--- src/hdl/unv_pkg.sv ---
// ----------------------------------------------------------------------------
// UTF-8 name validator package
// Widths, register indexes, reset values and character set helpers.
// ----------------------------------------------------------------------------
package unv_pkg;

  localparam int unsigned BYTE_W      = 8;
  localparam int unsigned COUNT_W     = 8;
  localparam int unsigned CP_W        = 16;
  localparam int unsigned CFG_INDEX_W = 2;

  typedef enum logic [CFG_INDEX_W-1:0] {
    REG_MAX_NAME_BYTES = 2'd0,
    REG_MIN_NAME_CHARS = 2'd1,
    REG_MAX_NAME_CHARS = 2'd2
  } cfg_reg_t;

  localparam logic [COUNT_W-1:0] MAX_NAME_BYTES_RST = 8'd32;
  localparam logic [COUNT_W-1:0] MIN_NAME_CHARS_RST = 8'd2;
  localparam logic [COUNT_W-1:0] MAX_NAME_CHARS_RST = 8'd12;
  localparam logic [COUNT_W-1:0] COUNT_SAT          = 8'd255;

  localparam logic [CP_W-1:0] CJK_FIRST      = 16'h4E00;
  localparam logic [CP_W-1:0] CJK_LAST       = 16'h9FFF;
  localparam logic [CP_W-1:0] TWO_BYTE_FLOOR = 16'h0080;
  localparam logic [CP_W-1:0] THR_BYTE_FLOOR = 16'h0800;

  // ASCII letter, digit, underscore, or CJK unified ideograph
  function automatic logic char_allowed(input logic [CP_W-1:0] cp);
    logic ascii_ok;
    ascii_ok = ((cp >= 16'h0061) && (cp <= 16'h007A)) ||
               ((cp >= 16'h0041) && (cp <= 16'h005A)) ||
               ((cp >= 16'h0030) && (cp <= 16'h0039)) ||
               (cp == 16'h005F);
    if (cp <= 16'h007F) return ascii_ok;
    return (cp >= CJK_FIRST) && (cp <= CJK_LAST);
  endfunction

endpackage

--- src/hdl/unv_if.sv ---
// ----------------------------------------------------------------------------
// UTF-8 name validator channels
// Name byte stream, result stream and register write channel.
// ----------------------------------------------------------------------------
interface unv_byte_if import unv_pkg::*; ();
  logic              valid;
  logic              ready;
  logic [BYTE_W-1:0] name_byte;
  logic              last_byte;

  modport source (output valid, output name_byte, output last_byte, input ready);
  modport sink   (input valid, input name_byte, input last_byte, output ready);
endinterface

interface unv_result_if import unv_pkg::*; ();
  logic               valid;
  logic               ready;
  logic               name_valid;
  logic [COUNT_W-1:0] char_total;

  modport source (output valid, output name_valid, output char_total, input ready);
  modport sink   (input valid, input name_valid, input char_total, output ready);
endinterface

interface unv_cfg_if import unv_pkg::*; ();
  logic                   valid;
  logic                   ready;
  logic [CFG_INDEX_W-1:0] index;
  logic [COUNT_W-1:0]     data;

  modport source (output valid, output index, output data, input ready);
  modport sink   (input valid, input index, input data, output ready);
endinterface

--- src/hdl/utf8_name_charset_validator.sv ---
// ----------------------------------------------------------------------------
// UTF-8 name charset validator
// Decodes a name one byte per request and checks charset, lengths and form.
// ----------------------------------------------------------------------------
// Path: an accepted last byte is held in the input register, then decoded
//   into the result register.
// Throughput: one byte per cycle while results are taken; a waiting result
//   holds the decode stage, and input stops once the input register is full.
// Reset: rst (synchronous) clears decode state and the pipeline valids and
//   loads the limit registers with 32 bytes, 2 and 12 characters.
module utf8_name_charset_validator import unv_pkg::*; (
  input  logic       clk,
  input  logic       rst,
  unv_byte_if.sink   name_in,
  unv_cfg_if.sink    cfg,
  unv_result_if.source result
);

  logic [COUNT_W-1:0] max_name_bytes;
  logic [COUNT_W-1:0] min_name_chars;
  logic [COUNT_W-1:0] max_name_chars;

  // input register
  logic              stage_valid;
  logic [BYTE_W-1:0] stage_byte;
  logic              stage_last;

  // decode state
  logic [1:0]         bytes_pending, bytes_pending_next;
  logic [1:0]         sequence_length, sequence_length_next;
  logic [CP_W-1:0]    partial_code_point, partial_code_point_next;
  logic [COUNT_W-1:0] char_counter, char_counter_next;
  logic [COUNT_W-1:0] byte_counter, byte_counter_next;
  logic               error_seen, error_seen_next;
  logic               name_ok;

  logic advance;

  assign advance       = !result.valid || result.ready;
  assign name_in.ready = !stage_valid || advance;
  assign cfg.ready     = 1'b1;

  always_ff @(posedge clk) begin
    if (rst) begin
      max_name_bytes <= MAX_NAME_BYTES_RST;
      min_name_chars <= MIN_NAME_CHARS_RST;
      max_name_chars <= MAX_NAME_CHARS_RST;
    end else if (cfg.valid) begin
      unique case (cfg_reg_t'(cfg.index))
        REG_MAX_NAME_BYTES: max_name_bytes <= cfg.data;
        REG_MIN_NAME_CHARS: min_name_chars <= cfg.data;
        REG_MAX_NAME_CHARS: max_name_chars <= cfg.data;
        default: ;
      endcase
    end
  end

  always_comb begin
    logic [CP_W-1:0] cp;
    logic            accept_cp;
    bytes_pending_next      = bytes_pending;
    sequence_length_next    = sequence_length;
    partial_code_point_next = partial_code_point;
    char_counter_next       = char_counter;
    byte_counter_next       = byte_counter;
    error_seen_next         = error_seen;
    cp                      = {{(CP_W-BYTE_W){1'b0}}, stage_byte};
    accept_cp               = 1'b0;

    if (byte_counter == COUNT_SAT) error_seen_next = 1'b1;
    else byte_counter_next = byte_counter + 1'b1;
    if (byte_counter_next > max_name_bytes) error_seen_next = 1'b1;

    if (!error_seen_next) begin
      if (bytes_pending == 2'd0) begin
        priority if (!stage_byte[7]) begin
          accept_cp = 1'b1;
        end else if (stage_byte[7:5] == 3'b110) begin
          bytes_pending_next      = 2'd1;
          sequence_length_next    = 2'd2;
          partial_code_point_next = {11'd0, stage_byte[4:0]};
        end else if (stage_byte[7:4] == 4'b1110) begin
          bytes_pending_next      = 2'd2;
          sequence_length_next    = 2'd3;
          partial_code_point_next = {12'd0, stage_byte[3:0]};
        end else begin
          error_seen_next = 1'b1;
        end
      end else if (stage_byte[7:6] != 2'b10) begin
        error_seen_next = 1'b1;
      end else begin
        cp                      = {partial_code_point[CP_W-7:0], stage_byte[5:0]};
        partial_code_point_next = cp;
        bytes_pending_next      = bytes_pending - 2'd1;
        if (bytes_pending_next == 2'd0) begin
          sequence_length_next    = 2'd0;
          partial_code_point_next = '0;
          if (cp < ((sequence_length == 2'd2) ? TWO_BYTE_FLOOR : THR_BYTE_FLOOR))
            error_seen_next = 1'b1;
          else
            accept_cp = 1'b1;
        end
      end
    end

    if (accept_cp) begin
      if (!char_allowed(cp)) error_seen_next = 1'b1;
      else if (char_counter != COUNT_SAT) char_counter_next = char_counter + 1'b1;
    end

    name_ok = !error_seen_next && (bytes_pending_next == 2'd0) &&
              (char_counter_next >= min_name_chars) &&
              (char_counter_next <= max_name_chars);
  end

  always_ff @(posedge clk) begin
    if (rst) begin
      stage_valid        <= 1'b0;
      result.valid       <= 1'b0;
      bytes_pending      <= 2'd0;
      sequence_length    <= 2'd0;
      partial_code_point <= '0;
      char_counter       <= '0;
      byte_counter       <= '0;
      error_seen         <= 1'b0;
    end else begin
      if (name_in.ready) begin
        stage_valid <= name_in.valid;
        stage_byte  <= name_in.name_byte;
        stage_last  <= name_in.last_byte;
      end
      if (advance) begin
        result.valid      <= stage_valid && stage_last;
        result.name_valid <= name_ok;
        result.char_total <= char_counter_next;
      end
      if (stage_valid && advance) begin
        if (stage_last) begin
          // drop name state once its result is loaded
          bytes_pending      <= 2'd0;
          sequence_length    <= 2'd0;
          partial_code_point <= '0;
          char_counter       <= '0;
          byte_counter       <= '0;
          error_seen         <= 1'b0;
        end else begin
          bytes_pending      <= bytes_pending_next;
          sequence_length    <= sequence_length_next;
          partial_code_point <= partial_code_point_next;
          char_counter       <= char_counter_next;
          byte_counter       <= byte_counter_next;
          error_seen         <= error_seen_next;
        end
      end
    end
  end

  a_result_from_last: assert property (@(posedge clk) disable iff (rst)
    $rose(result.valid) |-> $past(stage_valid && stage_last))
    else $error("result without a last byte in the input register");

  a_seq_open_match: assert property (@(posedge clk) disable iff (rst)
    (bytes_pending == 2'd0) == (sequence_length == 2'd0))
    else $error("pending count and sequence length disagree");

  a_error_sticky: assert property (@(posedge clk) disable iff (rst)
    error_seen && !(stage_valid && advance && stage_last) |=> error_seen)
    else $error("error flag cleared inside a name");

  a_chars_frozen: assert property (@(posedge clk) disable iff (rst)
    error_seen && !(stage_valid && advance && stage_last) |=> $stable(char_counter))
    else $error("character count moved after an error");

  a_stage_hold: assert property (@(posedge clk) disable iff (rst)
    stage_valid && !advance |=> stage_valid && $stable(stage_byte))
    else $error("input register lost a byte while stalled");

endmodule

--- src/flat_wrapper.sv ---
// flat-port wrapper written by rule: the top's interface ports become plain ports
module utf8_name_charset_validator_flat import unv_pkg::*;
  (clk, rst, name_in_valid, name_in_name_byte, name_in_last_byte, name_in_ready, cfg_valid, cfg_index, cfg_data, cfg_ready, result_valid, result_name_valid, result_char_total, result_ready);
  unv_byte_if name_in_i ();
  unv_cfg_if cfg_i ();
  unv_result_if result_i ();
  input  logic clk;
  input  logic rst;
  input wire logic [$bits(name_in_i.valid)-1:0] name_in_valid;
  input wire logic [$bits(name_in_i.name_byte)-1:0] name_in_name_byte;
  input wire logic [$bits(name_in_i.last_byte)-1:0] name_in_last_byte;
  output wire logic [$bits(name_in_i.ready)-1:0] name_in_ready;
  input wire logic [$bits(cfg_i.valid)-1:0] cfg_valid;
  input wire logic [$bits(cfg_i.index)-1:0] cfg_index;
  input wire logic [$bits(cfg_i.data)-1:0] cfg_data;
  output wire logic [$bits(cfg_i.ready)-1:0] cfg_ready;
  output wire logic [$bits(result_i.valid)-1:0] result_valid;
  output wire logic [$bits(result_i.name_valid)-1:0] result_name_valid;
  output wire logic [$bits(result_i.char_total)-1:0] result_char_total;
  input wire logic [$bits(result_i.ready)-1:0] result_ready;
  assign name_in_i.valid = name_in_valid;
  assign name_in_i.name_byte = name_in_name_byte;
  assign name_in_i.last_byte = name_in_last_byte;
  assign name_in_ready = name_in_i.ready;
  assign cfg_i.valid = cfg_valid;
  assign cfg_i.index = cfg_index;
  assign cfg_i.data = cfg_data;
  assign cfg_ready = cfg_i.ready;
  assign result_valid = result_i.valid;
  assign result_name_valid = result_i.name_valid;
  assign result_char_total = result_i.char_total;
  assign result_i.ready = result_ready;
  utf8_name_charset_validator u_core (.clk(clk), .rst(rst), .name_in(name_in_i), .cfg(cfg_i), .result(result_i));
endmodule
--- config.mk ---
export PLATFORM = sky130hd
export DESIGN_NAME = utf8_name_charset_validator_flat
export DESIGN_NICKNAME = d
export VERILOG_FILES = /design/src/hdl/unv_pkg.sv /design/src/hdl/unv_if.sv /design/src/hdl/utf8_name_charset_validator.sv /design/src/flat_wrapper.sv
export SDC_FILE = /design/constraint.sdc
export NUM_CORES = 1
export LEC_CHECK = 0
export BUFFER_PORTS_ARGS = -buffer_cell sky130_fd_sc_hd__buf_4
export CAP_MARGIN = 20
export CORE_MARGIN = 5
export CORE_UTILIZATION = 54
export DETAILED_ROUTE_END_ITERATION = 7
export GPL_ROUTABILITY_DRIVEN = 1
export PLACE_DENSITY = 0.77
export REMOVE_ABC_BUFFERS = 1
export SYNTH_ARGS = -nofsm -noshare
export SYNTH_HDL_FRONTEND = slang
export SYNTH_SLANG_ARGS = --single-unit
--- constraint.sdc ---
create_clock -name clk -period 4.8 [get_ports clk]
set_input_delay 0.96 -clock clk [delete_from_list [all_inputs] [get_ports clk]]
set_output_delay 0.96 -clock clk [all_outputs]
set_load 0.05 [all_outputs]
==> results_dict.tcl, run 1 <==
set metrics [dict create \
    status "complete, no violations" \
    insertion_delay_ns 0.36 \
    synth_top_cell_by_area "dfxtp_1" \
    cp_max_fo 8 \
    vias 3550 \
    cts.sinks 75 \
    cp_cell_sequence "ha_1 > and3_4 > nand2_4 > mux2_2 > ha_1 > nor2b_1 > o211ai_1 > a211o_1 > nand3_2 > o31ai_4 > a31o_2 > nand2_4 > xor2_2 > ha_1 > nand2b_1 > a21o_1 > a21o_1 > a21oi_1 > nor2b_1 > o21ai_0 > a221oi_1 > and3_1" \
    cap_viol_max_count 0 \
    final.setup.tns_ns 0 \
    setup.worst_path.start_class "flip-flop" \
    cp_num_buf_inv 0 \
    synthFlopType "dfxtp_1" \
    hold_buffers 0 \
    finalHoldViolCount 0 \
    viasPerCell 5.754 \
    hold_ws_ns 0.4733 \
    gp_congestion 0.9057 \
    ys_top_cells_by_area "dfxtp_1 27%, edfxtp_1 13%, ha_1 8.6%, nor2_1 5.7%, a21oi_1 4.0%" \
    fmax_mhz 221.0 \
    report.final.slew_viol_count 0 \
    synthesis.area_sq_um 4204 \
    vdd_ir_drop_max_mv 0.2014 \
    finalSetupViolations 0 \
    hold_path_end "u_core.partial_code_point[6]" \
    first_pass_iters 5 \
    die_h_um 98.24 \
    cp.required_ns 4.92 \
    layout_common_cells "64 x nor2_1, 55 x dfxtp_1, 42 x buf_4" \
    critPathSlowestCell "mux2_2" \
    critPathMaxStageDelay_ns 0.36 \
    n_antenna_cell 0 \
    drt-total-wl_mm 9.297 \
    crit-reg2reg-launch "u_core.byte_counter[1]" \
    nNetsFinal 563 \
    fin_area_sq_um 4773 \
    coreArea_sq_um 7647 \
    syn_avg_cell_area_sq_um 8.668 \
    slew-limit-headroom 0.4955 \
    start_util 0.5497 \
    crit_top_cell "ha_1" \
    yosysSeqAreaShare 0.4000 \
    dpl.cell_count 600 \
    min_period_ns 4.524 \
    cp-end-kind "flip-flop" \
    critPathKind "flip-flop to flip-flop" \
    htree_levels 3 \
    r2r_slack_ns 0.28 \
    ios 36 \
    tritoncts "built" \
    p_leak_nw 1.988 \
    instances_no_fill 617 \
    drt-initial-drc-count 169 \
    hpwl_mm 6.831 \
    cp.arrival_ns 4.65 \
    die_x_um 98.24 \
    yosysUniqueCellTypes 51 \
    cts_made_buffers 9 \
    worstReg2RegEnd "u_core.result.name_valid" \
    post-route-util 0.6242 \
    dieArea_sq_um 9650 \
    setup_ws_ns 0.2761 \
    min_path_cells 2 \
    grt_overflow_total 0 \
    cts_buffer_depth 2 \
    synthCells 485 \
    cpLargestDelayFamily "compound AO/OA/AOI/OAI gates" \
    final_common_cell "nor2_1" \
    antenna_found_initial 0 \
    min_path_type "flip-flop to flip-flop" \
    finalPower_mw 1.323 \
    fp-row-count 32 \
    pre_cts_ws_ns 0.06743 \
    final_layout_size_suffix_gt1_frac 0.1534 \
    clk_pin_slew_worst_paths_ns 0.08 \
    grt_max_degree 61 \
    tightest_slew_ns 0.7567 \
    synth_edf_count 18 \
    grt_pass1_wl_mm 15.69 \
    route.detailed.drc 0 \
    power_density_nw_per_um2 277.1 \
    min_period_over_period 0.9425 \
    port-buffer-count 34 \
    ys_warn_count 0 \
    grt_usage 0.1966 \
    post_drt_wl_per_cell_um 15.07 \
    finClkSkew_ns 0.01485 \
    area_growth_pct 13.54 \
    place_area_sq_um 4511 \
    r2r_cells 22 \
    synth_top_area_frac 0.2714 \
    async_flop_share 0 \
    grt_pass1_vias 3435 \
    ys_seq_elements 75 \
    ant_nets 0 \
    min-delay-start "u_core.partial_code_point[6]" \
    cts_root_buffer "clkbuf_8" \
]
[worst reg2reg max path, cell delays in order, from the launching register on]
cell	delay, ns
dfxtp_1	0.34
ha_1	0.22
and3_4	0.19
nand2_4	0.09
mux2_2	0.36
ha_1	0.29
nor2b_1	0.13
o211ai_1	0.16
a211o_1	0.18
nand3_2	0.16
o31ai_4	0.28
a31o_2	0.23
nand2_4	0.08
xor2_2	0.17
ha_1	0.30
nand2b_1	0.14
a21o_1	0.17
a21o_1	0.16
a21oi_1	0.14
nor2b_1	0.06
o21ai_0	0.14
a221oi_1	0.10
and3_1	0.20
[logic make-up after synthesis]
family,count (synthesis),share of synthesized area
adder cells (fa/ha/maj),29,0.08631
flip-flops,75,0.4000
other,1,0.0008920
multiplexers,18,0.04375
AO/OA/AOI/OAI,110,0.1824
buffers and inverters,59,0.05833
XOR/XNOR,11,0.02292
AND/OR/NAND/NOR,182,0.2054
[worst max-delay path by stage]
stage | startpoint | depth (start not counted) | endpoint | slack, ns
after global routing | u_core.byte_counter[1] | 22 | u_core.result.name_valid | -0.008
after floorplan | u_core.byte_counter[0] | 21 | u_core.result.name_valid | 0.03
after detailed placement | u_core.byte_counter[1] | 23 | u_core.result.name_valid | 0.07
after global placement | u_core.byte_counter[1] | 21 | u_core.result.name_valid | 0.22
after CTS | u_core.byte_counter[3] | 22 | u_core.result.name_valid | 0.02
final | u_core.byte_counter[1] | 22 | u_core.result.name_valid | 0.28
[cells in the mapped netlist (all sizes together) (3+ instances only)]
cell    number
nand3b       4
a31oi       14
nand4       11
o21ai       19
nand3       25
clkbuf      23
nor2        64
inv         30
dfxtp       57
o211ai       3
buf          5
ha          29
edfxtp      18
nand2b       8
mux2i       15
nand2       38
o31ai        4
and3        11
a21o         4
nor2b        6
xnor2       10
a22oi       10
mux2         3
o311ai       5
nor3         8
a21oi       35
o21a         3
[power breakdown]
part	switching (mW)	leakage [nW]	internal [mW]
Combinational	0.0975	1.24	0.0581
Sequential	0.0141	0.643	0.664
Clock	0.250	0.102	0.239
[cell type report]
type | count | area, sq um
Fill cell | 649 | 2874
Clock inverter | 5 | 42.54
Timing Repair Buffer | 42 | 315.3
Clock buffer | 11 | 162.7
Tap cell | 102 | 127.6
Multi-Input combinational cell | 351 | 2325
Sequential cell | 75 | 1684
Inverter | 31 | 116.4
[repair_timing]
action,in CTS,in global routing
buffers inserted,0,1
hold endpoints to repair,0,0
gates resized for setup,0,14
endpoints found under the setup margin,0,1
[metal layers]
| layer | vias to the layer above | GRT usage | part of all wire |
|---|---|---|---|
| li1 | 1779 | - | - |
| met1 | 1667 | 0.2405 | 0.44 |
| met2 | 88 | 0.3440 | 0.50 |
| met3 | 16 | 0.04357 | 0.046 |
| met4 | 0 | 0.06197 | 0.016 |
| met5 | - | 0 | 0 |
[state kept, by name, summed over array words and instances, names as in the netlist]
name and count:
u_core.partial_code_point 10, u_core.byte_counter 8, u_core.char_counter 8, u_core.max_name_bytes 8
u_core.max_name_chars 8, u_core.min_name_chars 8, u_core.result.char_total 8, u_core.stage_byte 8
u_core.bytes_pending 2, u_core.sequence_length 2, u_core.error_seen 1, u_core.result.name_valid 1
u_core.result.valid 1, u_core.stage_last 1, u_core.stage_valid 1
Note: power is estimated with default switching activity, not from simulation.
==> run 2: changes to the inputs <==
- ABC_CLOCK_PERIOD_IN_PS: not set -> 4800
- REMOVE_ABC_BUFFERS: 1 -> not set
==> results_dict.tcl, run 2 (synthesis results as in run 1) <==
set metrics [dict create \
    status "complete, no violations" \
    cp-end-kind "flip-flop" \
    route.detailed.drc 0 \
    start_util 0.5497 \
    gp_congestion 0.8862 \
    fmax_mhz 219.1 \
    grt_max_degree 61 \
    top_register "u_core.partial_code_point" \
    crit_start "u_core.byte_counter[1]" \
    r2r_slack_ns 0.24 \
    cts_made_buffers 9 \
    coreArea_sq_um 7647 \
    drt-total-wl_mm 9.320 \
    critPathKind "flip-flop to flip-flop" \
    final_common_cell "nor2_1" \
    finalSetupViolations 0 \
    seqPwrFrac 0.527 \
    slew-limit-headroom 0.4081 \
    report.final.slew_viol_count 0 \
    critPathMaxStageDelay_ns 0.37 \
    nNetsFinal 564 \
    power.share.clock 0.351 \
    dieArea_sq_um 9650 \
    tightest_slew_ns 0.8847 \
    finalHoldViolCount 0 \
    post-route-util 0.6214 \
    grt_pass1_vias 3368 \
    intPower_mw 0.9191 \
    synth_fp_nets 538 \
    grt_overflow_total 0 \
    die_h_um 98.24 \
    grt_usage 0.1959 \
    grt_pass1_wl_mm 15.64 \
    min_path_cells 2 \
    ant_nets 0 \
    cts_root_buffer "clkbuf_8" \
    post_drt_wl_per_cell_um 15.08 \
    critPathSlowestCell "mux2_2" \
    switching_share 0.2858 \
    worstReg2RegEnd "u_core.result.name_valid" \
    pwr-share-comb 0.121 \
    fp-row-count 32 \
    cap_viol_max_count 0 \
    hold_buffers 0 \
    cp_max_fo 8 \
    largest_reg_flops 10 \
    port-buffer-count 34 \
    cp_num_buf_inv 1 \
    die_x_um 98.24 \
    htree_levels 3 \
    finalPower_mw 1.287 \
    multiInputGateArea_sq_um 2320 \
    clk_pin_slew_worst_paths_ns 0.08 \
    cp_cell_sequence "ha_1 > and3_4 > nand2_4 > mux2_2 > ha_1 > nor2b_1 > o211ai_1 > a211o_1 > and3_4 > buf_4 > nand2b_4 > a31oi_4 > nand2_2 > xor2_2 > ha_1 > nand2b_1 > a21o_1 > a21o_1 > a21oi_1 > nor2b_1 > o21ai_1 > a221oi_1 > and3_1" \
    vdd_ir_drop_max_mv 0.2093 \
    crit-reg2reg-launch "u_core.byte_counter[1]" \
    cp.arrival_ns 4.68 \
    setup.worst_path.start_class "flip-flop" \
    layout_common_cells "64 x nor2_1, 54 x dfxtp_1, 43 x buf_4" \
    antenna_found_initial 0 \
    cp.required_ns 4.92 \
    vias 3557 \
    crit_top_cell "ha_1" \
    tritoncts "built" \
    p_leak_nw 1.980 \
    hold_path_end "u_core.sequence_length[1]" \
    viasPerCell 5.756 \
    regArea_sq_um 1685 \
    min_period_over_period 0.9507 \
    finClkSkew_ns 0.01405 \
    hpwl_mm 6.884 \
    cpLargestDelayFamily "simple AND/OR/NAND/NOR gates" \
    min_period_ns 4.563 \
    n_antenna_cell 0 \
    min-delay-start "u_core.sequence_length[1]" \
    power_density_nw_per_um2 270.8 \
    fillers 662 \
    cts.sinks 75 \
    first_pass_iters 5 \
    power.net_switching_mw 0.3679 \
    min_path_type "flip-flop to flip-flop" \
    cts_buffer_depth 2 \
    insertion_delay_ns 0.36 \
    cp_num_cells 23 \
    drt-initial-drc-count 199 \
    r2r_cells 23 \
    area_growth_pct 13.04 \
    ios 36 \
    final_layout_size_suffix_gt1_frac 0.1550 \
]
run 2: cell types whose count changed in the layout (fill, tap and decap cells not counted), sizes merged:
cell / before / now
buf: 42 / 43
clkinv: 3 / 2
clkbuf: 11 / 9
inv: 32 / 35
run 2: worst max path at each step:
stage	endpoint
final	u_core.result.name_valid
after global routing	u_core.result.name_valid
after CTS	u_core.result.name_valid
after detailed placement	u_core.result.name_valid
after global placement	u_core.result.name_valid
after floorplan	u_core.result.name_valid
run 2: tightest hold or removal path, cell delays in order, from the launching register on:
cell	delay, ns
dfxtp_1	0.31
o21ai_0	0.06
a21oi_1	0.06
run 2: cell type report:
cell class	count	share of cell area
inverter	31	0.02449
timing repair buffer	43	0.06793
clock inverter	7	0.01185
multi-input combinational	351	0.4882
sequential	75	0.3547
tap	102	0.02686
clock buffer	9	0.02607
run 2: per-layer routing:
| layer | vias to the layer above | GRT usage | share of wire |
|---|---|---|---|
| met3 | 13 | 0.05000 | 0.050 |
| met4 | 0 | 0.04937 | 0.014 |
| met5 | - | 0 | 0 |
| met2 | 98 | 0.3272 | 0.49 |
| li1 | 1779 | - | - |
| met1 | 1667 | 0.2543 | 0.44 |
run 2: repair_timing:
| item | CTS | global route |
|---|---|---|
| setup buffers | 0 | 1 |
| setup endpoints to repair | 0 | 1 |
| gates resized for setup | 0 | 15 |
run 2: power groups by stage:
stage	Sequential (mW)	Combinational, mW	Clock [mW]
2_1_floorplan	0.700	0.0951	0
3_3_place_gp	0.692	0.148	0
3_5_place_dp	0.693	0.153	0
4_1_cts	0.678	0.153	0.467
5_1_grt	0.681	0.171	0.494
6_report	0.679	0.156	0.452
run 2: through the flow:
| step | setup slack, ns | cell area, sq um | cells | TNS, ns | hold WS, ns |
|---|---|---|---|---|---|
| 6_report | 0.2367 | 4752 | 618 | 0 | 0.4814 |
| 5_1_grt | -0.02887 | 4752 | 618 | -0.02887 | 0.5138 |
| 4_1_cts | 0.003266 | 4698 | 617 | 0 | 0.4802 |
| 3_5_place_dp | 0.03998 | 4518 | 601 | 0 | 0.4680 |
| 3_3_place_gp | 0.2079 | 4518 | 601 | 0 | 0.4602 |
| 2_1_floorplan | 0.1634 | 4204 | 485 | 0 | 0.4403 |
==> run 3: changes to the inputs <==
- CORE_UTILIZATION: 54 -> 56
- CTS_BUF_LIST: not set -> sky130_fd_sc_hd__clkbuf_4
- PLACE_DENSITY: 0.77 -> 0.8
==> results_dict.tcl, run 3 (synthesis results as in run 1) <==
set metrics [dict create \
    ios 36 \
    pre_cts_ws_ns -0.05250 \
    first_pass_iters 5 \
    status "complete, no violations" \
    ant_nets 0 \
    insertion_delay_ns 0.44 \
    place_area_sq_um 4537 \
    cts_buffer_depth 2 \
    clk_pin_slew_worst_paths_ns 0.12 \
    slew-limit-headroom 0.4118 \
    grt_overflow_total 0 \
    min_path_cells 2 \
    nNetsFinal 568 \
    port-buffer-count 34 \
    final_layout_size_suffix_gt1_frac 0.1519 \
    finalHoldViolCount 0 \
    start_util 0.5765 \
    vdd_ir_drop_max_mv 0.2021 \
    finClkSkew_ns 0.01602 \
    cts.sinks 75 \
    tritoncts "built" \
    instances_no_fill 619 \
    regArea_sq_um 1683 \
    dpl.cell_count 601 \
    cts_made_buffers 9 \
    cap_viol_max_count 0 \
    vias 3628 \
    area_growth_pct 12.08 \
    final_common_cell "nor2_1" \
    setup.worst_path.start_class "flip-flop" \
    route.detailed.drc 0 \
    grt_max_degree 61 \
    r2r_slack_ns 0.23 \
    hpwl_mm 6.942 \
    fmax_mhz 218.6 \
    drt-initial-drc-count 220 \
    power_density_nw_per_um2 262.2 \
    setup_ws_ns 0.2264 \
    viasPerCell 5.861 \
    r2r_cells 23 \
    crit-reg2reg-launch "u_core.byte_counter[1]" \
    synth_fp_nets 538 \
    multiInputGateArea_sq_um 2298 \
    cp.arrival_ns 4.78 \
    min-delay-start "u_core.sequence_length[1]" \
    tightest_slew_ns 0.8791 \
    p_leak_nw 1.955 \
    htree_levels 3 \
    die_h_um 96.65 \
    layout_common_cells "64 x nor2_1, 56 x dfxtp_1, 47 x buf_4" \
    antenna_found_initial 0 \
    grt_usage 0.2052 \
    fin_area_sq_um 4712 \
    top_register "u_core.partial_code_point" \
    min_path_type "flip-flop to flip-flop" \
    report.final.slew_viol_count 0 \
    hold_path_end "u_core.sequence_length[1]" \
    min_period_over_period 0.9528 \
    cp_max_fo 4 \
    cts_root_buffer "clkbuf_4" \
    coreArea_sq_um 7292 \
    cp.required_ns 5.01 \
    drt-total-wl_mm 9.523 \
    grt_pass1_wl_mm 16.01 \
    die_x_um 96.65 \
    n_antenna_cell 0 \
    post_drt_wl_per_cell_um 15.38 \
    fillers 627 \
    grt_pass1_vias 3578 \
    cp-end-kind "flip-flop" \
    critPathKind "flip-flop to flip-flop" \
    worstReg2RegEnd "u_core.result.name_valid" \
    finalSetupViolations 0 \
    crit_start "u_core.byte_counter[1]" \
    dieArea_sq_um 9340 \
    largest_reg_flops 10 \
    gp_congestion 0.9017 \
    min_period_ns 4.574 \
    fp-row-count 31 \
]
-- run 3: power breakdown --
part | internal [mW] | switching [mW]
registers | 0.665 | 0.0147
logic | 0.0580 | 0.0977
clock network | 0.169 | 0.231
-- run 3: how the worst max path moves through the flow --
stage,end,cells after the start
2_1_floorplan,u_core.result.name_valid,23
3_3_place_gp,u_core.result.name_valid,21
3_5_place_dp,u_core.result.name_valid,21
4_1_cts,u_core.result.name_valid,21
5_1_grt,u_core.result.name_valid,21
6_report,u_core.result.name_valid,23
-- run 3: through the flow --
stage / total power, mW / utilization / setup TNS [ns] / hold slack, ns
2_1_floorplan: 0.7954 / - / 0 / 0.4403
3_5_place_dp: 0.8457 / 0.6222 / -0.05250 / 0.4667
5_1_grt: 1.286 / 0.6462 / -0.001388 / 0.5182
6_report: 1.236 / 0.6462 / 0 / 0.4845
4_1_cts: 1.237 / 0.6412 / 0 / 0.4831
3_3_place_gp: 0.8412 / 0.6222 / 0 / 0.4616
-- run 3: routing by layer --
metal  up-vias  GRT usage  wire (um)
met2       117     0.3238       4538
met3        21    0.04460        474
met5         -          0          0
li1       1781          -          -
met1      1709     0.2642       4260
met4         0     0.1037        250
-- run 3: critical path: stages, from the launching register on --
cell and delay [ns]:
dfxtp_2 0.35, ha_1 0.21, and3_1 0.20, nand2_2 0.10
buf_4 0.12, nand4_1 0.11, xnor2_1 0.17, ha_1 0.28
nand4_1 0.16, nor2_1 0.15, a211o_1 0.14, and3_4 0.24
o311ai_4 0.12, a31o_2 0.26, nand2_2 0.10, mux2_2 0.38
ha_1 0.29, a21o_1 0.15, a21o_1 0.17, a21oi_1 0.16
nor2b_1 0.07, o21ai_1 0.11, a221oi_1 0.08, and3_1 0.21
-- run 3: cell type report --
type	instances	share of cell area
repair buffers	47	0.07488
well taps	99	0.02629
flip-flops and latches	75	0.3571
clock buffers	11	0.01753
multi-input cells	351	0.4878
inverters	31	0.02469
clock inverters	5	0.01168
-- run 3: what timing repair did --
item | CTS | global route
pin swaps | 0 | 2
buffers inserted | 0 | 2
resized for setup | 1 | 8
hold buffers | 0 | 0
hold endpoints to repair | 0 | 0
endpoints found under the setup margin | 1 | 1
